File: src/design/wrsp_pkg.sv
`default_nettype none
package wrsp_pkg;

	typedef enum logic [3:0] {
		PH_RIFF, PH_RLEN, PH_WAVE, PH_ID, PH_CLEN, PH_FMT, PH_SMPL,
		PH_DATA, PH_SKIP, PH_PAD, PH_ENDP, PH_HALT
	} phase_t;

	typedef enum logic [2:0] {
		K_SAMPLE   = 3'd0,
		K_FORMAT   = 3'd1,
		K_LOOP     = 3'd2,
		K_END      = 3'd3,
		K_NOT_RIFF = 3'd4,
		K_NOT_WAVE = 3'd5,
		K_NO_FMT   = 3'd6,
		K_UNSUPP   = 3'd7
	} kind_t;

	localparam logic [31:0] TAG_RIFF = 32'h46464952;
	localparam logic [31:0] TAG_WAVE = 32'h45564157;
	localparam logic [31:0] TAG_FMT  = 32'h20746D66;
	localparam logic [31:0] TAG_DATA = 32'h61746164;
	localparam logic [31:0] TAG_SMPL = 32'h6C706D73;
	localparam logic [31:0] LOOP_OFFSET = 32'd28;

	// One result item as it travels from the parser to the output side.
	typedef struct packed {
		kind_t       kind;
		logic [31:0] sample_value;
		logic [15:0] channel;
		logic [31:0] frame_index;
		logic        last_sample;
		logic [15:0] format_code;
		logic [15:0] channel_count;
		logic [15:0] sample_bits;
		logic [31:0] sample_rate;
		logic [31:0] loop_count;
	} result_t;

endpackage
`default_nettype wire

File: src/design/wrsp_front.sv
`default_nettype none
module wrsp_front
	import wrsp_pkg::*;
(
	input  wire logic        clk,
	input  wire logic        arst_n,
	input  wire logic        take,
	input  wire logic [7:0]  in_byte,
	output logic             res_valid,
	output result_t          res
);

	phase_t      phase_q, phase_d, body_q, body_d;
	logic [31:0] pos_q, pos_d, rlen_q, rlen_d, shift_q, shift_d;
	logic [31:0] clen_q, clen_d, off_q, off_d, acc_q, acc_d, frame_q, frame_d;
	logic [15:0] fcode_q, fcode_d, chans_q, chans_d, bits_q, bits_d;
	logic [15:0] chan_q, chan_d;
	logic [31:0] rate_q, rate_d;
	logic        pad_q, pad_d, fseen_q, fseen_d;
	logic [1:0]  bis_q, bis_d;
	logic        have;
	result_t     r;
	logic [31:0] sh, off1, accn;
	logic [2:0]  bps;
	logic [2:0]  n;
	logic [5:0]  lsh;
	logic        supported;

	// Common result fields; kind is set where the result is raised.
	function automatic result_t mk(input kind_t k, input logic [15:0] fc,
		input logic [15:0] ch, input logic [15:0] bi, input logic [31:0] ra);
		result_t t;
		t = '0;
		t.kind = k;
		t.format_code = fc;
		t.channel_count = ch;
		t.sample_bits = bi;
		t.sample_rate = ra;
		return t;
	endfunction

	always_comb begin
		phase_d = phase_q; body_d = body_q; pos_d = pos_q; rlen_d = rlen_q;
		shift_d = shift_q; clen_d = clen_q; off_d = off_q; acc_d = acc_q;
		frame_d = frame_q; fcode_d = fcode_q; chans_d = chans_q; bits_d = bits_q;
		chan_d = chan_q; rate_d = rate_q; pad_d = pad_q; fseen_d = fseen_q;
		bis_d = bis_q;
		have = 1'b0;
		r = mk(K_SAMPLE, fcode_q, chans_q, bits_q, rate_q);
		sh = {in_byte, shift_q[31:8]};
		off1 = off_q + 32'd1;
		bps = bits_q[5:3];
		n = {1'b0, bis_q} + 3'd1;
		accn = acc_q;
		lsh = 6'd32 - bits_q[5:0];
		supported = fcode_q == 16'd1 && chans_q != 16'd0 &&
			(bits_q == 16'd16 || bits_q == 16'd24 || bits_q == 16'd32);
		if (take) begin
			if (phase_q == PH_ENDP) begin
				phase_d = PH_HALT;
				have = 1'b1;
				r.kind = K_END;
			end else if (phase_q != PH_HALT) begin
				if (pos_q != 32'hFFFF_FFFF) pos_d = pos_q + 32'd1;
				// pos_d now holds the bytes consumed, used by the end test below
				case (phase_q)
					PH_RIFF, PH_RLEN, PH_WAVE, PH_ID, PH_CLEN: begin
						shift_d = sh;
						off_d = {30'd0, off1[1:0]};
						if (off_q[1:0] == 2'd3) begin
							case (phase_q)
								PH_RIFF: begin
									if (sh != TAG_RIFF) begin
										phase_d = PH_HALT; have = 1'b1; r.kind = K_NOT_RIFF;
									end else phase_d = PH_RLEN;
								end
								PH_RLEN: begin
									rlen_d = sh; phase_d = PH_WAVE;
								end
								PH_WAVE: begin
									if (sh != TAG_WAVE) begin
										phase_d = PH_HALT; have = 1'b1; r.kind = K_NOT_WAVE;
									end else phase_d = PH_ID;
								end
								PH_ID: begin
									body_d = PH_SKIP;
									phase_d = PH_CLEN;
									if (sh == TAG_FMT) begin
										body_d = PH_FMT;
										fcode_d = '0; chans_d = '0; bits_d = '0; rate_d = '0;
									end else if (sh == TAG_SMPL) begin
										body_d = PH_SMPL; acc_d = '0;
									end else if (sh == TAG_DATA) begin
										if (!fseen_q) begin
											phase_d = PH_HALT; have = 1'b1; r.kind = K_NO_FMT;
										end else if (!supported) begin
											phase_d = PH_HALT; have = 1'b1; r.kind = K_UNSUPP;
										end else begin
											body_d = PH_DATA; acc_d = '0; bis_d = '0;
											chan_d = '0; frame_d = '0;
										end
									end
								end
								default: begin
									clen_d = sh;
									pad_d = sh[0];
									off_d = '0;
									if (sh == 32'd0) begin
										if (body_q == PH_FMT) begin
											fseen_d = 1'b1; have = 1'b1; r.kind = K_FORMAT;
										end
										if (sh[0]) phase_d = PH_PAD;
										else if ({1'b0, pos_d} >= {1'b0, rlen_q} + 33'd8) begin
											if (have) phase_d = PH_ENDP;
											else begin
												phase_d = PH_HALT; have = 1'b1; r.kind = K_END;
											end
										end else phase_d = PH_ID;
									end else phase_d = body_q;
								end
							endcase
						end
					end
					PH_FMT, PH_SMPL, PH_DATA, PH_SKIP: begin
						off_d = off1;
						if (phase_q == PH_FMT) begin
							if (off_q == 32'd0) fcode_d[7:0] = in_byte;
							else if (off_q == 32'd1) fcode_d[15:8] = in_byte;
							else if (off_q == 32'd2) chans_d[7:0] = in_byte;
							else if (off_q == 32'd3) chans_d[15:8] = in_byte;
							else if (off_q == 32'd4) rate_d[7:0] = in_byte;
							else if (off_q == 32'd5) rate_d[15:8] = in_byte;
							else if (off_q == 32'd6) rate_d[23:16] = in_byte;
							else if (off_q == 32'd7) rate_d[31:24] = in_byte;
							else if (off_q == 32'd14) bits_d[7:0] = in_byte;
							else if (off_q == 32'd15) bits_d[15:8] = in_byte;
							if (off1 == clen_q) begin
								fseen_d = 1'b1; have = 1'b1; r.kind = K_FORMAT;
								r.format_code = fcode_d; r.channel_count = chans_d;
								r.sample_bits = bits_d; r.sample_rate = rate_d;
							end
						end else if (phase_q == PH_SMPL) begin
							if (off_q == LOOP_OFFSET) acc_d[7:0] = in_byte;
							else if (off_q == LOOP_OFFSET + 32'd1) acc_d[15:8] = in_byte;
							else if (off_q == LOOP_OFFSET + 32'd2) acc_d[23:16] = in_byte;
							else if (off_q == LOOP_OFFSET + 32'd3) begin
								acc_d[31:24] = in_byte;
								have = 1'b1; r.kind = K_LOOP; r.loop_count = acc_d;
							end
						end else if (phase_q == PH_DATA) begin
							case (bis_q)
								2'd0: accn[7:0] = in_byte;
								2'd1: accn[15:8] = in_byte;
								2'd2: accn[23:16] = in_byte;
								default: accn[31:24] = in_byte;
							endcase
							if (n >= bps) begin
								have = 1'b1;
								r.kind = K_SAMPLE;
								r.sample_value = (lsh[5]) ? '0 : (accn << lsh[4:0]);
								r.channel = chan_q;
								r.frame_index = frame_q;
								r.last_sample = (clen_q - off1) < {29'd0, bps};
								if (chan_q + 16'd1 >= chans_q) begin
									chan_d = '0; frame_d = frame_q + 32'd1;
								end else chan_d = chan_q + 16'd1;
								acc_d = '0;
								bis_d = '0;
							end else begin
								acc_d = accn;
								bis_d = n[1:0];
							end
						end
						if (off1 == clen_q) begin
							if (pad_q) begin
								pad_d = 1'b0; phase_d = PH_PAD;
							end else if ({1'b0, pos_d} >= {1'b0, rlen_q} + 33'd8) begin
								if (have) phase_d = PH_ENDP;
								else begin
									phase_d = PH_HALT; have = 1'b1; r.kind = K_END;
								end
							end else begin
								phase_d = PH_ID; off_d = '0;
							end
						end
					end
					PH_PAD: begin
						if ({1'b0, pos_d} >= {1'b0, rlen_q} + 33'd8) begin
							phase_d = PH_HALT; have = 1'b1; r.kind = K_END;
						end else begin
							phase_d = PH_ID; off_d = '0;
						end
					end
					default: phase_d = PH_HALT;
				endcase
			end
		end
	end

	always_ff @(posedge clk or negedge arst_n) begin
		if (!arst_n) begin
			phase_q <= PH_RIFF; body_q <= PH_SKIP; pos_q <= '0; rlen_q <= '0;
			shift_q <= '0; clen_q <= '0; off_q <= '0; acc_q <= '0; frame_q <= '0;
			fcode_q <= '0; chans_q <= '0; bits_q <= '0; chan_q <= '0; rate_q <= '0;
			pad_q <= 1'b0; fseen_q <= 1'b0; bis_q <= '0;
			res_valid <= 1'b0;
		end else begin
			phase_q <= phase_d; body_q <= body_d; pos_q <= pos_d; rlen_q <= rlen_d;
			shift_q <= shift_d; clen_q <= clen_d; off_q <= off_d; acc_q <= acc_d;
			frame_q <= frame_d; fcode_q <= fcode_d; chans_q <= chans_d;
			bits_q <= bits_d; chan_q <= chan_d; rate_q <= rate_d;
			pad_q <= pad_d; fseen_q <= fseen_d; bis_q <= bis_d;
			res_valid <= have;
		end
	end

	always_ff @(posedge clk) begin
		res <= r;
	end

endmodule
`default_nettype wire

File: src/design/wrsp_queue.sv
`default_nettype none
module wrsp_queue
	import wrsp_pkg::*;
(
	input  wire logic    clk,
	input  wire logic    arst_n,
	input  wire logic    wr,
	input  wire result_t wdata,
	output logic         almost_full,
	output logic         out_valid,
	input  wire logic    out_ready,
	output result_t      rdata
);

	result_t     mem [4];
	logic [1:0]  wp_q, rp_q;
	logic [2:0]  cnt_q;
	logic        rd;

	assign out_valid = cnt_q != 3'd0;
	assign rd = out_valid && out_ready;
	// One slot is kept free: one result may be in flight in the front register.
	assign almost_full = cnt_q >= 3'd3;
	assign rdata = mem[rp_q];

	always_ff @(posedge clk) begin
		if (wr) mem[wp_q] <= wdata;
	end

	always_ff @(posedge clk or negedge arst_n) begin
		if (!arst_n) begin
			wp_q <= '0; rp_q <= '0; cnt_q <= '0;
		end else begin
			if (wr) wp_q <= wp_q + 2'd1;
			if (rd) rp_q <= rp_q + 2'd1;
			cnt_q <= cnt_q + {2'd0, wr} - {2'd0, rd};
		end
	end

endmodule
`default_nettype wire

File: src/design/wav_riff_stream_parser.sv
`default_nettype none
// WAV stream parser. Bytes of a RIFF/WAVE file enter on the in_byte channel
// (valid/ready), one per cycle while in_ready is high; each transfer
// advances the chunk walker. Results leave on the output channel
// (out_valid/out_ready): samples as left-aligned Q1.31 with channel and
// frame, format, loop-count, end and error reports, each carrying the
// format fields currently held. Throughput is one byte per cycle while
// in_ready is high. A byte's result is registered in the parser register,
// then written to the result queue, from whose head it is shown on the
// output. The parser and the output side are split by a four-entry queue,
// so a stalled receiver does not stop input at once: ready drops when the
// queue holds three or more results, keeping the last slot for the result
// of a byte still in the parser register. After an error or the end report,
// later bytes are still taken and dropped until reset. Reset is
// asynchronous and returns the parser to waiting for the RIFF tag, with
// all held fields cleared and the queue empty.
module wav_riff_stream_parser
	import wrsp_pkg::*;
(
	input  wire logic        clk,
	input  wire logic        arst_n,
	input  wire logic        in_valid,
	output logic             in_ready,
	input  wire logic [7:0]  in_byte,
	output logic             out_valid,
	input  wire logic        out_ready,
	output logic [2:0]       kind,
	output logic signed [31:0] sample_value,
	output logic [15:0]      channel,
	output logic [31:0]      frame_index,
	output logic             last_sample,
	output logic [15:0]      format_code,
	output logic [15:0]      channel_count,
	output logic [15:0]      sample_bits,
	output logic [31:0]      sample_rate,
	output logic [31:0]      loop_count
);

	logic    res_valid, afull;
	result_t res, q;

	assign in_ready = !afull;

	wrsp_front u_front (
		.clk(clk), .arst_n(arst_n), .take(in_valid && in_ready),
		.in_byte(in_byte), .res_valid(res_valid), .res(res)
	);

	wrsp_queue u_queue (
		.clk(clk), .arst_n(arst_n), .wr(res_valid), .wdata(res),
		.almost_full(afull), .out_valid(out_valid), .out_ready(out_ready),
		.rdata(q)
	);

	assign kind = q.kind;
	assign sample_value = q.sample_value;
	assign channel = q.channel;
	assign frame_index = q.frame_index;
	assign last_sample = q.last_sample;
	assign format_code = q.format_code;
	assign channel_count = q.channel_count;
	assign sample_bits = q.sample_bits;
	assign sample_rate = q.sample_rate;
	assign loop_count = q.loop_count;

endmodule
`default_nettype wire
File: config.mk
export PLATFORM = sky130hd
export DESIGN_NAME = wav_riff_stream_parser
export DESIGN_NICKNAME = d
export VERILOG_FILES = /design/src/design/wrsp_pkg.sv /design/src/design/wrsp_front.sv /design/src/design/wrsp_queue.sv /design/src/design/wav_riff_stream_parser.sv
export SDC_FILE = /design/constraint.sdc
export NUM_CORES = 2
export LEC_CHECK = 0
export BUFFER_PORTS_ARGS = -buffer_cell sky130_fd_sc_hd__buf_2
export CAP_MARGIN = 20
export CORE_MARGIN = 2
export CORE_UTILIZATION = 30
export DETAILED_ROUTE_END_ITERATION = 12
export SKIP_LAST_GASP = 1
export SLEW_MARGIN = 10
export SYNTH_ARGS = -nofsm -noshare
export SYNTH_HDL_FRONTEND = slang
export SYNTH_HIERARCHICAL = 1
export SYNTH_SLANG_ARGS = --single-unit
File: constraint.sdc
create_clock -name clk -period 14.3 [get_ports clk]
set_clock_uncertainty 0.2 [all_clocks]
set_input_delay 2.86 -clock clk [delete_from_list [all_inputs] [get_ports clk]]
set_output_delay 2.86 -clock clk [all_outputs]
set_load 0.01 [all_outputs]
**Word-level counts from Yosys, hierarchy flattened**

Memory sizes are Yosys's and may differ from the RTL's.
Cells that the tools add are included.

- Add/subtract/negate cells: 12
- $mul: 0
- Div/mod/pow operators: 0
- $lt $le $gt $ge: 5
- Equal/unequal tests: 71
- Shift-type cells: 1
- Muxes and demuxes: 266
- Bitwise logic cells: 9
- Reductions and logical operators: 41

Operators by type and width:

| kind | number |
|---|---|
| 32-bit two-way mux | 44 |
| 16-bit two-way mux | 30 |
| 8-bit two-way mux | 51 |
| 81-bit two-way mux | 3 |
| 112-bit two-way mux | 2 |
| 195-bit two-way mux | 1 |
| 193-bit two-way mux | 1 |
| 32-bit case mux with 2 select lines | 3 |
| 80-bit two-way mux | 2 |
| 32-bit by 3-bit equality test with 1-bit output, second input constant | 4 |
| 32-bit by 5-bit equality test with 1-bit output, second input constant | 4 |
| 16-bit case mux with 2 select lines | 4 |
| 32-bit by 1-bit adder with 32-bit output, second input constant | 3 |
| 32-bit case mux with 3 select lines | 1 |
| 4-bit two-way mux | 22 |
| 84-bit two-way mux | 1 |
| 32-bit by 2-bit equality test with 1-bit output, second input constant | 2 |
| 32-bit by 31-bit equality test with 1-bit output, second input constant | 2 |
| 32-bit by 4-bit equality test with 1-bit output, second input constant | 2 |
| 32-bit logical NOT | 2 |
| 32-bit by 31-bit != test with 1-bit output, second input constant | 2 |
| 3-bit two-way mux | 20 |
| 1-bit two-way mux | 54 |
| 24-bit two-way mux | 2 |
| other kinds (67) | 143 |

- Flip-flop bits (word level): 536
- Bits in latches: 0
- RAM bits: 784
- Bits in read-only memories: 0
- Input port bits: 12
- Output and inout port bits: 198
- Word-level logic and storage cells: 441
- Memories kept: 1

Memory list:

| memory | words | bits a word | read ports | clocked after memory_dff | write ports | RTL line | text |
|---|---|---|---|---|---|---|---|
| u_queue.mem | 4 | 196 | 1 | 0 | 1 | wrsp_queue.sv:15 | `result_t mem [4];` |

**Logic depth before layout (Yosys ltp)**

- Word-level depth: 24
- Mapped depth: 25
- Gate-level depth less buffers: 21

**Cells and area by module**

Netlist, hierarchy kept.

By module, submodules not included:

| module | instances | cells each | area each (um^2) | seq. area each (um^2) |
|---|---|---|---|---|
| wrsp_queue | 1 | 1061 | 28673.8 | 23717.7 |
| wrsp_front | 1 | 2801 | 26507.9 | 12057.8 |
| wav_riff_stream_parser | 1 | 2 | 10.0 | 0.0 |

**Worst setup path after synthesis**

No wires, ideal clock.

- Path kind: reg2reg
- Start: register u_queue.wp_q[0]
- End: memory u_queue/mem[2][0] in the netlist's numbering (enable)
- Setup time: 0.581 ns
- Data arrival time: 5.075 ns
- Required time: 13.519 ns
- Setup slack: 8.444 ns
- Cell stages (with the launch flop): 4
- Buffers on the path: 0
- Clock period less this slack: 5.856 ns
- Cell sequence: dfrtp_1 -> inv_1 -> ha_1 -> and2_1

RTL lines:

| element | RTL line | text |
|---|---|---|
| start, declared | wrsp_queue.sv:16 | `logic [1:0] wp_q, rp_q;` |
| start signal, assigned | wrsp_queue.sv:34 | `if (wr) wp_q <= wp_q + 2'd1;` |
| end, declared | wrsp_queue.sv:15 |  |

Straight into the memory's write port.

**Final worst setup path**

- Start: register u_queue.rp_q[0]
- End: output port sample_bits[8]

- Word-level cells in the longest chain between the ends: 1

RTL lines:

| element | RTL line | text |
|---|---|---|
| start, declared | wrsp_queue.sv:16 |  |
| start signal, assigned | wrsp_queue.sv:35 | `if (rd) rp_q <= rp_q + 2'd1;` |
| memory read 4 x 196 bit | -- |  |
| end, declared | wav_riff_stream_parser.sv:34 | `output logic [15:0] sample_bits,` |

Every way passes these cells.

==> impl_metrics.json <==
{
  "crit_type": "reg2out",
  "fin_crit_ns": 7.42,
  "syn-mean-instance-area_um2": 14.3,
  "hold_path.class": "reg2reg",
  "cts_buffer_depth": 3,
  "ff2ff_path_depth": 21,
  "clock.fmax_ghz": 0.135,
  "fin_nets": 4196,
  "dp_cells": 6404,
  "maxSlewViolCount": 0,
  "core_um2": 183000,
  "worstSetupEndpointType": "output port",
  "portBuffers": 209,
  "post-cts-setup-buffers": 0,
  "layout_common_cells": "edfxtp_1 (784), nand2_1 (353), dfrtp_1 (329)",
  "hold_depth": 0,
  "met2_length_um": 68500,
  "grt_pass1_wl_um": 208000,
  "antenna_found_initial": 12,
  "grt_max_degree": 121,
  "top_layer": "met5",
  "outcome": "finished clean",
  "cts_tree": "yes",
  "num_vias": 32718,
  "routed_via_density": 4.92,
  "fillers": 17522,
  "num_rows": 157,
  "start_kind": "register",
  "grt-ovfl-total": 0,
  "finalCritPeriodShare": 0.519,
  "relSlewSlack": 0.251,
  "cellPowerDensity_nw_per_um2": 169,
  "whs_ns": 0.272,
  "cts_htree_levels": 4,
  "wl_met1_um": 58400,
  "power.leakage_nw": 23.8,
  "numCtsBuffers": 132,
  "yosys_warnings": 6,
  "drive_gt1_frac": 0.211,
  "ir_drop_mv": 0.106,
  "dp_hpwl_um": 92600,
  "critPathRequiredTime_ns": 11.24,
  "wl_um": 139000,
  "worst_slew_pin_slew_ns": 1.12,
  "hold_buffers": 0,
  "wl_per_cell_um": 20.9,
  "start_util": 0.302,
  "finalCoreUtilization": 0.346,
  "area_growth_syn_to_layout_pct": 14.7,
  "dr.pass1.iters": 5,
  "fin_setup_tns_ns": 0,
  "cap_violations": 0,
  "die_h_um": 433,
  "drt-initial-drc-count": 2751,
  "drc": 0,
  "clock-sinks": 1312,
  "hold_violations": 0,
  "cp_data_arrival_time_ns": 4.36,
  "postSynth.asyncResetShare": 0.253,
  "grt_pass1_vias": 32813,
  "synth_nets": 3982,
  "clock_latency_ns": 0.77,
  "place.gp.congestion": 0.887,
  "path_max_fanout": 46,
  "finalSetupViolations": 0,
  "wl_met3_um": 6410,
  "pin_count": 210,
  "syn_inst": 3864,
  "dieArea_um2": 187000,
  "rsz0062_at_grt": "no",
  "cts_resized": 0,
  "instances_no_fill": 6648,
  "die_w_um": 433,
  "netlist_area_um2": 55200,
  "ys_ff_latch": 1312,
  "grt_use_total": 0.146,
  "synth_cell_types": 79,
  "clkSlewWorstSetupHoldPaths_ns": 0.06,
  "synth_ff_type": "edfxtp_1",
  "antenna_left": 0,
  "root_buffer": "clkbuf_16",
  "final_common_cell": "edfxtp_1",
  "ys_seq_area_frac": 0.648,
  "synth_edf_count": 784
}
## cells in the mapped netlist (all sizes together), types with 40 or more instances
| master | instances | area share |
|---|---|---|
| edfxtp | 784 | 0.43 |
| nand2 | 353 | 0.024 |
| dfrtp | 331 | 0.15 |
| o21ai | 246 | 0.022 |
| nor2 | 226 | 0.015 |
| mux4 | 206 | 0.084 |
| dfxtp | 196 | 0.071 |
| mux2 | 171 | 0.035 |
| clkbuf | 127 | 0.0087 |
| ha | 104 | 0.024 |
| a21oi | 102 | 0.0092 |
| and2 | 97 | 0.011 |
| xor2 | 95 | 0.015 |
| nand3 | 85 | 0.0080 |
| xnor2 | 80 | 0.013 |
| inv | 74 | 0.0050 |
| buf | 59 | 0.0068 |
| nand4 | 52 | 0.0060 |
| nor3 | 40 | 0.0037 |
## routing by layer
metal | vias up | global-route usage
met3 | 241 | 0.0242
met5 | - | 0
met1 | 16712 | 0.187
met4 | 12 | 0.0602
li1 | 14924 | -
met2 | 829 | 0.246
## where the power goes
part	internal (mW)	switching, mW	leakage, nW	total, mW
Sequential	4.29	0.280	13.5	4.57
Combinational	1.17	1.54	8.25	2.71
Clock	1.96	1.45	2.10	3.42
Total	7.43	3.28	23.8	10.7
## state kept, by name, summed over array words and instances (netlist names), 16 cells and up
signal	cells
u_queue/mem	784
u_front/acc_q	32
u_front/rlen_q	32
u_front/rate_q	32
u_front/clen_q	32
u_front/off_q	32
u_front/res	196
u_front/frame_q	32
u_front/fcode_q	16
u_front/shift_q	24
u_front/bits_q	16
u_front/pos_q	32
u_front/chans_q	16
u_front/chan_q	16
## cells by family after synthesis
group / synth area share
adder cells (fa/ha/maj): 0.0243
multiplexers: 0.125
buffers and inverters: 0.0205
flip-flops: 0.648
AND/OR/NAND/NOR: 0.0914
AO/OA/AOI/OAI: 0.0623
XOR/XNOR: 0.0278
## worst paths after layout
| path | start | endpoint | slack [ns] |
|---|---|---|---|
| setup / recovery | u_queue/rp_q[0] | sample_bits[8] | 6.88 |
| hold / removal | u_front/res[128] | u_queue/mem[3][128] | 0.27 |
| setup reg to reg | u_front/off_q[0] | u_front/res[112] | 7.26 |
| hold reg to reg | u_front/res[128] | u_queue/mem[3][128] | 0.27 |
| max in group asynchronous | arst_n | u_front/off_q[23] | 9.61 |
| min in group asynchronous | arst_n | u_front/pos_q[18] | 1.98 |
## per-stage QoR
step	power [mW]	instance area [um^2]	setup WS, ns
3_5_place_dp	7.41	58900	7.47
6_report	10.7	63300	6.88
4_1_cts	10.9	63200	6.63
2_1_floorplan	6.44	55200	8.44
5_1_grt	11.2	63300	6.40
3_3_place_gp	7.39	58900	7.46
## cell type report
type	instances	area, um^2	area share
diodes	1	2.50	0.0000395
clock buffers	183	3650	0.0576
clock inverters	56	634	0.0100
inverters	74	278	0.00439
multi-input cells	2292	18300	0.290
flip-flops and latches	1312	35800	0.565
well taps	2464	3080	0.0487
repair buffers	266	1530	0.0241
## worst max-delay path, cell delays in order, from the launching register on
cell     delay, ns
dfrtp_4       1.06
buf_4         0.73
buf_4         0.82
mux4_2        0.65
buf_2         0.16
(Power assumes the default switching activity.)
